===== src/design/pgr_pkg.sv =====
// Package for the potential grid relaxation block.
// Shared widths, ops and constants. No dependencies.
package pgr_pkg;
	localparam int GRID_ROWS = 32;
	localparam int GRID_COLS = 64;
	localparam int ROW_W = 5;
	localparam int COL_W = 6;
	localparam int POT_W = 24;
	localparam int ERR_W = 48;
	localparam int CFG_IDX_W = 2;
	localparam int CFG_DATA_W = 19;
	localparam logic signed [POT_W-1:0] ONE_Q16 = 24'sd65536;
	localparam logic signed [POT_W-1:0] POT_MAX = 24'sd8388607;
	localparam logic signed [POT_W-1:0] POT_MIN = -24'sd8388608;
	localparam logic [16:0] RELAX_RST = 17'd52429;

	typedef enum logic [1:0] {
		OP_WRITE = 2'd0,
		OP_READ  = 2'd1,
		OP_SWEEP = 2'd2,
		OP_NONE  = 2'd3
	} op_t;

	typedef enum logic [CFG_IDX_W-1:0] {
		REG_RELAX = 2'd0,
		REG_GAIN_X = 2'd1,
		REG_GAIN_Y = 2'd2,
		REG_SPARE = 2'd3
	} reg_idx_t;

	typedef struct packed {
		logic [1:0] op;
		logic [ROW_W-1:0] row;
		logic [COL_W-1:0] col;
		logic signed [POT_W-1:0] cell_value;
	} req_t;

	typedef struct packed {
		logic signed [POT_W-1:0] read_value;
		logic cell_free;
		logic [ERR_W-1:0] error_sum;
	} rsp_t;

	typedef struct packed {
		logic [CFG_IDX_W-1:0] index;
		logic [CFG_DATA_W-1:0] data;
	} cfg_t;

	typedef struct packed {
		logic [16:0] relax;
		logic signed [18:0] gx;
		logic signed [18:0] gy;
	} coef_t;

	function automatic logic is_free(input logic signed [POT_W-1:0] p);
		return (p != '0) && (p != ONE_Q16);
	endfunction
endpackage


===== src/design/pgr_if.sv =====


interface pgr_cfg_if;
	logic valid;
	logic ready;
	pgr_pkg::cfg_t data;
	modport source (output valid, output data, input ready);
	modport sink (input valid, input data, output ready);
endinterface


===== src/design/pgr_regs.sv =====
// Configuration registers of the relaxation block.
// Depends on pgr_pkg.
module pgr_regs (
	input  logic clk,
	input  logic arst_n,
	pgr_cfg_if.sink cfg,
	output pgr_pkg::coef_t coef
);
	logic [16:0] relax_q;
	logic signed [18:0] gx_q, gy_q;

	assign cfg.ready = 1'b1;

	always_ff @(posedge clk or negedge arst_n) begin
		if (!arst_n) begin
			relax_q <= pgr_pkg::RELAX_RST;
			gx_q <= '0;
			gy_q <= '0;
		end else if (cfg.valid) begin
			case (pgr_pkg::reg_idx_t'(cfg.data.index))
				pgr_pkg::REG_RELAX: relax_q <= cfg.data.data[16:0];
				pgr_pkg::REG_GAIN_X: gx_q <= cfg.data.data;
				pgr_pkg::REG_GAIN_Y: gy_q <= cfg.data.data;
				default: ;
			endcase
		end
	end

	assign coef = '{relax: relax_q, gx: gx_q, gy: gy_q};
endmodule


===== src/flat_wrapper.sv =====
// flat-port wrapper written by rule: the top's interface ports become plain ports
module pgr_regs_flat 
  (clk, arst_n, coef, cfg_valid, cfg_data, cfg_ready);
  pgr_cfg_if cfg_i ();
  input  logic clk;
  input  logic arst_n;
  output pgr_pkg::coef_t coef;
  input wire logic [$bits(cfg_i.valid)-1:0] cfg_valid;
  input wire logic [$bits(cfg_i.data)-1:0] cfg_data;
  output wire logic [$bits(cfg_i.ready)-1:0] cfg_ready;
  assign cfg_i.valid = cfg_valid;
  assign cfg_i.data = cfg_data;
  assign cfg_ready = cfg_i.ready;
  pgr_regs u_core (.clk(clk), .arst_n(arst_n), .cfg(cfg_i), .coef(coef));
endmodule

===== config.mk =====
export PLATFORM = sky130hd
export DESIGN_NAME = pgr_regs_flat
export DESIGN_NICKNAME = d
export VERILOG_FILES = /design/src/design/pgr_pkg.sv /design/src/design/pgr_if.sv /design/src/design/pgr_regs.sv /design/src/flat_wrapper.sv
export SDC_FILE = /design/constraint.sdc
export NUM_CORES = 1
export LEC_CHECK = 0
export BUFFER_PORTS_ARGS = -buffer_cell sky130_fd_sc_hd__buf_2
export CELL_PAD_IN_SITES_DETAIL_PLACEMENT = 1
export CELL_PAD_IN_SITES_GLOBAL_PLACEMENT = 1
export CORE_MARGIN = 2
export CORE_UTILIZATION = 38
export CTS_CLUSTER_DIAMETER = 60
export DETAILED_ROUTE_END_ITERATION = 12
export PLACE_DENSITY_LB_ADDON = 0.1
export SKIP_LAST_GASP = 1
export SYNTH_ARGS = -nofsm -noshare
export SYNTH_HDL_FRONTEND = slang
export SYNTH_SLANG_ARGS = --single-unit
export TNS_END_PERCENT = 50

===== constraint.sdc =====
create_clock -name clk -period 1.4 [get_ports clk]
set_input_delay 0 -clock clk [delete_from_list [all_inputs] [get_ports clk]]
set_output_delay 0 -clock clk [all_outputs]
set_load 0.01 [all_outputs]

==> flow_summary.yaml, run 1 <==
drt:
  drt_iter0_drc: 60
  wl_per_cell_um: 15.3
  wl_mm: 4.57
  viasPerCell: 4.65
  antenna_left: 0
  via_count: 1385
  drcViolationCount: 0
  drt_first_pass_iters: 2
logic_synthesis:
  netlist_instances: 120
  syn_avg_cell_area_um2: 17.6
  synth_fp_nets: 144
  yosysWarningCount: 0
  synth_top_area_cell: "dfrtp_1"
  ys_types: 10
  syn-cell-area_um2: 2120
  ys_top_cells_by_area: "dfrtp_1 54%, mux2_2 29%, dfstp_2 11%, buf_6 2.1%, nor3b_4 0.89%"
  synth_top_cell_area_share: 0.544
  yosys_register_bits: 55
  seq_area_frac_synth: 0.656
sta:
  drv_slew: 0
  timing.final.hold_violations: 0
  finalCritPeriodShare: 0.687
  finalClockSkew_ns: 0
  rsz0062_at_grt: "no"
  period_needed_ns: 0.962
  tns_ns: 0
  fmax_ghz: 1.04
  setup_viol: 0
final_layout:
  final_nets: 249
  drive_gt1_frac: 0.695
  final_area_um2: 2890
  area_growth_pct: 36.6
  diodes: 0
floorplanning:
  dieHeight_um: 78.6
  start_util: 0.389
  dieArea_um2: 6180
  coreArea_um2: 5440
  die_w_um: 78.6
  io-pin-count: 80
  fp-row-count: 27
placed_design:
  routabilityCongestion: 0.651
  dpl_cell_area_um2: 2590
  io_buffer_count: 78
  place_hpwl_mm: 3.26
pwr:
  power_density_nw_per_um2: 1370
  vdd_drop_max_mv: 0.561
  finalPower_mw: 3.95
  cellLeakagePower_nw: 1.36
setup_path:
  start_kind: "flop"
  reg2regPathDepth: 1
  critical_path.top_delay_family: "flip-flops"
  r2r_start: "u_core.gy_q[9]$_DFFE_PN0P_"
  slowest_delay_ns: 0.54
  worstPathArrival_ns: 0.96
  crit_buf_inv: 1
  r2r_slack_ns: 0.62
  worstPathCellList: "buf_2"
  r2r-end: "u_core.gy_q[9]$_DFFE_PN0P_"
  critical_path_required_ns: 1.40
  path_class: "reg -> out"
  cp-end-kind: "output pin"
  crit_fanout: 2
  slowest_stage: "dfstp_2"
clock_tree:
  clk_latency_ns: 0.30
  cts-buffers-inserted: 5
  clk_pin_slew_ns: 0.09
  htreeDepth: 2
  cts.sinks: 55
  cts_buffer_depth: 2
  cts_root_buf: "clkbuf_8"
  cts_tree: "yes"
  cts_resized: 0
grt:
  gr-total-overflow: 0
  grt_pass1_wl_mm: 7.47
  grt_max_degree: 56
  grt_usage: 0.159
  antenna_found_initial: 0
  grt_pass1_vias: 1441
run:
  drv_cap: 0
status:
  outcome: "complete, no violations"
worst_hold_path:
  min_path_type: "in -> async"
==> power breakdown <==
group	leakage (nW)	switching, mW	total [mW]	internal, mW
combinational	0.674	0.434	0.946	0.512
sequential	0.639	0.145	2.07	1.92
clock	0.0505	0.490	0.940	0.451
total	1.36	1.07	3.95	2.89
==> metal layers <==
metal	global-route usage	share of wire
met2	0.268	0.50
met1	0.193	0.43
met3	0.0540	0.070
met4	0.0421	0.0053
met5	0	0
==> cell families after synthesis <==
group / share of synthesized area
buffers and inverters: 0.0319
multiplexers: 0.294
AND/OR/NAND/NOR: 0.0160
flip-flops: 0.656
other: 0.00177
==> placed cells by master (no fill, tap or decap), drive strengths merged <==
cell type / instances
buf: 84
mux2: 55
dfrtp: 46
dlygate4sd3: 20
dfstp: 9
clkbuf: 7
nand3b: 2
nor3b: 1
conb: 1
clkinvlp: 1
==> what timing repair did <==
action                    in CTS  in global routing
hold buffers                  20                  0
hold endpoints to repair     110                  0
setup buffers                  0                  0
==> cells in the mapped netlist <==
| library cell | n |
|---|---|
| mux2_2 | 54 |
| conb_1 | 1 |
| nor3b_4 | 1 |
| buf_8 | 1 |
| nand3b_1 | 2 |
| dfrtp_1 | 46 |
| buf_4 | 1 |
| buf_6 | 4 |
| dfstp_2 | 9 |
| mux2_4 | 1 |
==> per-stage QoR <==
| step | hold slack, ns | util | std cells | worst slack, ns |
|---|---|---|---|---|
| global route | 0.249 | 0.531 | 298 | 0.388 |
| finish | 0.221 | 0.531 | 298 | 0.438 |
| global placement | 0.0182 | 0.476 | 270 | 0.364 |
| floorplan | -0.296 | - | 120 | 0.418 |
| CTS | 0.226 | 0.531 | 298 | 0.419 |
| detailed placement | 0.0209 | 0.476 | 270 | 0.334 |
==> worst max path at each step <==
stage | slack [ns] | depth (start not counted) | to | from
floorplan | 0.42 | 3 | u_core.relax_q[12]$_DFFE_PN0P_ | cfg_data[19]
global placement | 0.36 | 4 | u_core.relax_q[16]$_DFFE_PN0P_ | cfg_data[19]
detailed placement | 0.33 | 4 | u_core.relax_q[9]$_DFFE_PN0P_ | cfg_data[19]
CTS | 0.42 | 1 | coef[53] | u_core.relax_q[15]$_DFFE_PN1P_
global route | 0.39 | 1 | coef[45] | u_core.relax_q[7]$_DFFE_PN1P_
finish | 0.44 | 1 | coef[53] | u_core.relax_q[15]$_DFFE_PN1P_
==> area by class of cell <==
class	instances	area (µm²)
sequential	55	1390
timing repair buffer	104	648
clock inverter	1	7.51
clock buffer	7	96.3
tap	72	90.1
multi-input combinational	59	661
fill	576	2550
==> sequential cells by signal, summed over array words and instances (netlist names) <==
name,cells
u_core.gx_q,19
u_core.relax_q,17
u_core.gy_q,19
(Power assumes the default switching activity.)
==> run 2, diff against run 1 <==
--- a/config.mk
+++ b/config.mk
@@ -9,7 +9,7 @@
 export CELL_PAD_IN_SITES_DETAIL_PLACEMENT = 1
 export CELL_PAD_IN_SITES_GLOBAL_PLACEMENT = 1
 export CORE_MARGIN = 2
-export CORE_UTILIZATION = 38
+export CORE_UTILIZATION = 35
 export CTS_CLUSTER_DIAMETER = 60
 export DETAILED_ROUTE_END_ITERATION = 12
 export PLACE_DENSITY_LB_ADDON = 0.1
==> constraint.sdc (replaced) <==
create_clock -name clk -period 0.8 [get_ports clk]
set_input_delay 0 -clock clk [delete_from_list [all_inputs] [get_ports clk]]
set_output_delay 0 -clock clk [all_outputs]
set_load 0.01 [all_outputs]
==> run 2 against run 1 <==
Effect of this change:
- the run now ends with negative setup slack left
- register-to-register slack worse by 0.61 ns
- worst setup slack worse by 0.59 ns
- first-iteration DRC count fell by 53%
- sequential share of layout area down 2.1 points
- clock power up 98%
- critical path depth unchanged
==> flow_summary.yaml, run 2 (synthesized netlist as in run 1, its figures left out) <==
clock_tree:
  cts_buffer_depth: 2
  cts.sinks: 55
  htreeDepth: 2
  clk_pin_slew_ns: 0.09
  post_cts_buffers: 0
  clk_latency_ns: 0.30
  cts_tree: "yes"
  cts-buffers-inserted: 5
  cts_root_buf: "clkbuf_8"
status:
  violations: "negative setup slack"
  outcome: "finished with violations"
drt:
  via_count: 1389
  drcViolationCount: 0
  drt_first_pass_iters: 3
  antenna_left: 0
  drt_iter0_drc: 28
  wl_mm: 4.46
  wl_per_cell_um: 14.9
  viasPerCell: 4.63
pwr:
  p_comb_frac: 0.250
  p_int_mw: 5.45
  cellLeakagePower_nw: 1.42
  vdd_drop_max_mv: 1.08
  power_density_nw_per_um2: 2430
  seqPwrFrac: 0.497
  p_switching_mw: 1.90
  swShare: 0.259
  finalPower_mw: 7.35
  clkPwrFrac: 0.253
placed_design:
  place_hpwl_mm: 3.19
  io_buffer_count: 78
  dp_slack_ns: -0.258
  routabilityCongestion: 0.678
  dpl_cell_area_um2: 2620
  place_inst: 272
setup_path:
  critical_path_required_ns: 0.80
  critical_path.top_delay_family: "flip-flops"
  start_kind: "flop"
  crit_buf_inv: 1
  slowest_stage: "dfstp_2"
  worstPathCellList: "buf_6"
  crit_fanout: 2
  r2r_slack_ns: 0.01
  worstPathArrival_ns: 0.95
  slowest_delay_ns: 0.56
  path_class: "reg -> out"
  cp-end-kind: "output pin"
floorplanning:
  dieArea_um2: 6680
  dieHeight_um: 81.8
  io-pin-count: 80
  start_util: 0.359
  die_w_um: 81.8
  coreArea_um2: 5890
  fp-row-count: 28
grt:
  grt_pass1_vias: 1489
  grt_pass1_wl_mm: 7.25
  gr-total-overflow: 0
  grt_usage: 0.144
  grt_max_degree: 56
  antenna_found_initial: 0
final_layout:
  layout.cells.non_filler: 300
  diodes: 0
  ff_latch_area_um2: 1390
  final_area_um2: 3020
  top_regs: "u_core.gx_q (19), u_core.gy_q (19), u_core.relax_q (17)"
  mostFrequentLayoutCell: "buf_2"
  area_growth_pct: 42.8
  fillers: 605
  final_nets: 248
  drive_gt1_frac: 0.693
  final_cell_mix: "65 x buf_2, 50 x mux2_2, 46 x dfrtp_1, 20 x dlygate4sd3_1, 13 x buf_6"
  multi_input_area_um2: 676
sta:
  timing.final.hold_violations: 0
  setup_viol: 55
  worst_slack_ns: -0.153
  tns_ns: -2.40
  drv_slew: 0
  period_needed_ns: 0.953
  rsz0062_at_grt: "yes"
  finalCritPeriodShare: 1.19
  fmax_ghz: 1.05
  finalClockSkew_ns: 0
run:
  drv_cap: 0
worst_hold_path:
  min_path_type: "in -> async"
[run 2: changes by cell type in the layout (fill, tap and decap cells not counted), sizes merged]
cell / previous run / this run
clkinvlp: 1 / 0
clkbuf: 7 / 6
bufinv: 0 / 1
buf: 84 / 83
clkinv: 0 / 1
[run 2: layout make-up]
class | count | area share
Multi-Input combinational cell | 59 | 0.224
Timing Repair Buffer | 103 | 0.247
Clock buffer | 6 | 0.0273
Clock inverter | 2 | 0.0116
Sequential cell | 55 | 0.459
Tap cell | 75 | 0.0311
[run 2: per-stage QoR]
stage          hold WS (ns)   util
6_report              0.213  0.513
5_1_grt               0.240  0.513
4_1_cts               0.224  0.509
3_3_place_gp         0.0170  0.446
3_5_place_dp         0.0201  0.446
2_1_floorplan        -0.296      -
[run 2: metal layers]
metal / GRT usage / up-vias / wire length [µm]
met3: 0.0484 / 4 / 340
li1: - / 625 / -
met2: 0.240 / 53 / 2210
met4: 0.0350 / 0 / 37
met1: 0.180 / 707 / 1870
met5: 0 / - / 0
[run 2: timing repair]
item                                    in CTS  in global routing
endpoints found under the setup margin      55                 57
hold endpoints to repair                   110                  0
resized for setup                           10                  4
hold buffers                                20                  0
[run 2: power groups by stage]
| stage | registers, mW | clock network (mW) | logic [mW] |
|---|---|---|---|
| after detailed placement | 3.68 | 0 | 1.67 |
| after global routing | 3.74 | 2.07 | 2.01 |
| after floorplan | 3.93 | 0 | 0.582 |
| after CTS | 3.65 | 1.94 | 1.84 |
| after global placement | 3.65 | 0 | 1.61 |
| final | 3.65 | 1.86 | 1.84 |
[run 2: worst paths after layout]
| check | cells past startpoint | end | start |
|---|---|---|---|
| max in group asynchronous | 3 | u_core.relax_q[10]$_DFFE_PN1P_ | arst_n |
| min | 3 | u_core.gy_q[16]$_DFFE_PN0P_ | arst_n |
| min in group clk | 4 | u_core.relax_q[8]$_DFFE_PN0P_ | cfg_data[19] |
| max reg2reg | 1 | u_core.relax_q[13]$_DFFE_PN0P_ | u_core.relax_q[13]$_DFFE_PN0P_ |
| min reg2reg | 1 | u_core.gx_q[6]$_DFFE_PN0P_ | u_core.gx_q[6]$_DFFE_PN0P_ |
| max | 1 | coef[38] | u_core.relax_q[0]$_DFFE_PN1P_ |
==> run 3, diff against run 2 <==
--- a/config.mk
+++ b/config.mk
@@ -17,4 +17,3 @@
 export SYNTH_ARGS = -nofsm -noshare
 export SYNTH_HDL_FRONTEND = slang
 export SYNTH_SLANG_ARGS = --single-unit
-export TNS_END_PERCENT = 50
==> run 3 against run 2 <==
Effect of this change:
- the run still ends with negative setup slack left
- fmax fell by 0.33%
- die area did not move
- design area rose by 0.95%
- critical endpoint is now coef[48]
==> flow_summary.yaml, run 3 (synthesized netlist as in run 1, its figures left out) <==
sta:
  finalClockSkew_ns: 0
  finalCritPeriodShare: 1.19
  worst_slack_ns: -0.156
  period_needed_ns: 0.956
  rsz0062_at_grt: "yes"
  fmax_ghz: 1.05
  timing.final.hold_violations: 0
  drv_slew: 0
  setup_viol: 55
setup_path:
  start_kind: "flop"
  reg2regPathDepth: 1
  r2r_start: "u_core.relax_q[13]$_DFFE_PN0P_"
  critical_path_required_ns: 0.80
  crit_fanout: 2
  r2r_slack_ns: 0.01
  critical_path.top_delay_family: "flip-flops"
  r2r-end: "u_core.relax_q[13]$_DFFE_PN0P_"
  cp-end-kind: "output pin"
  path_depth: 1
  crit_buf_inv: 1
  slowest_stage: "dfstp_2"
  slowest_delay_ns: 0.56
  crit_start: "u_core.relax_q[10]$_DFFE_PN1P_"
  worstPathArrival_ns: 0.96
  path_class: "reg -> out"
  worstPathCellList: "buf_6"
clock_tree:
  cts_buffer_depth: 2
  cts-buffers-inserted: 5
  clk_latency_ns: 0.30
  cts_tree: "yes"
  post_cts_buffers: 0
  cts_root_buf: "clkbuf_8"
  htreeDepth: 2
  cts.sinks: 55
  clk_pin_slew_ns: 0.09
worst_hold_path:
  min_path_type: "in -> async"
final_layout:
  diodes: 0
  multi_input_area_um2: 679
  final_util: 0.518
  final_nets: 248
  mostFrequentLayoutCell: "buf_2"
  ff_latch_area_um2: 1390
  fillers: 601
  final_cell_mix: "61 x buf_2, 49 x mux2_2, 46 x dfrtp_1, 20 x dlygate4sd3_1, 17 x buf_6"
  drive_gt1_frac: 0.693
  top_regs: "u_core.gx_q (19), u_core.gy_q (19), u_core.relax_q (17)"
  area_growth_pct: 44.2
grt:
  antenna_found_initial: 0
  grt_usage: 0.144
  grt_max_degree: 56
  grt_pass1_vias: 1494
  grt_pass1_wl_mm: 7.27
  gr-total-overflow: 0
drt:
  wl_per_cell_um: 15.0
  antenna_left: 0
  wl_mm: 4.51
  drt_first_pass_iters: 4
  via_count: 1390
  viasPerCell: 4.63
  drcViolationCount: 0
  drt_iter0_drc: 27
pwr:
  cellLeakagePower_nw: 1.43
  finalPower_mw: 7.42
  power_density_nw_per_um2: 2430
  vdd_drop_max_mv: 1.08
floorplanning:
  dieHeight_um: 81.8
  dieArea_um2: 6680
  die_w_um: 81.8
  coreArea_um2: 5890
  fp-row-count: 28
  io-pin-count: 80
  start_util: 0.359
status:
  outcome: "finished with violations"
  violations: "negative setup slack"
placed_design:
  place_hpwl_mm: 3.19
  routabilityCongestion: 0.678
  dp_slack_ns: -0.258
  io_buffer_count: 78
run:
  drv_cap: 0
[run 3: area by class of cell]
cell class,instances,area share
multi-input combinational,59,0.223
clock inverter,2,0.0115
sequential,55,0.455
clock buffer,6,0.0271
tap,75,0.0308
timing repair buffer,103,0.253
[run 3: worst max path at each step]
stage                                           to  slack, ns
finish                                    coef[48]      -0.16
global route                              coef[38]      -0.20
CTS                                       coef[38]      -0.17
detailed placement   u_core.relax_q[5]$_DFFE_PN0P_      -0.26
global placement    u_core.relax_q[16]$_DFFE_PN0P_      -0.20
floorplan           u_core.relax_q[12]$_DFFE_PN0P_      -0.16
[run 3: routing by layer]
metal  part of all wire  GRT usage  routed length [µm]  up-vias
li1                   -          -                   -      625
met1               0.42      0.180                1890      708
met2               0.49      0.242                2230       52
met3              0.077     0.0484                 347        5
met4             0.0084     0.0350                  38        0
met5                  0          0                   0        -
[run 3: tightest hold or removal path, cell delays in order]
cell and delay, ns:
dlygate4sd3_1 0.52, buf_2 0.12, buf_12 0.27
[run 3: what timing repair did]
| item | 4_1_cts | 5_1_grt |
|---|---|---|
| endpoints found under the hold margin | 110 | 0 |
| hold buffers | 20 | 0 |
| pin swaps | 0 | 0 |
| resized for setup | 12 | 7 |
| setup endpoints to repair | 55 | 57 |
[run 3: where the power goes]
group,switching [mW],internal (mW)
Combinational,0.777,1.11
Sequential,0.295,3.37
Clock,0.849,1.01
Total,1.92,5.50
[run 3: stage by stage]
step           hold slack, ns  instance area (µm²)  instances  setup TNS, ns
2_1_floorplan          -0.296                 2130        120          -2.21
3_3_place_gp           0.0170                 2620        272          -7.85
3_5_place_dp           0.0201                 2620        272          -9.12
4_1_cts                 0.224                 3010        300          -3.35
5_1_grt                 0.240                 3050        300          -4.93
6_report                0.212                 3050        300          -2.46
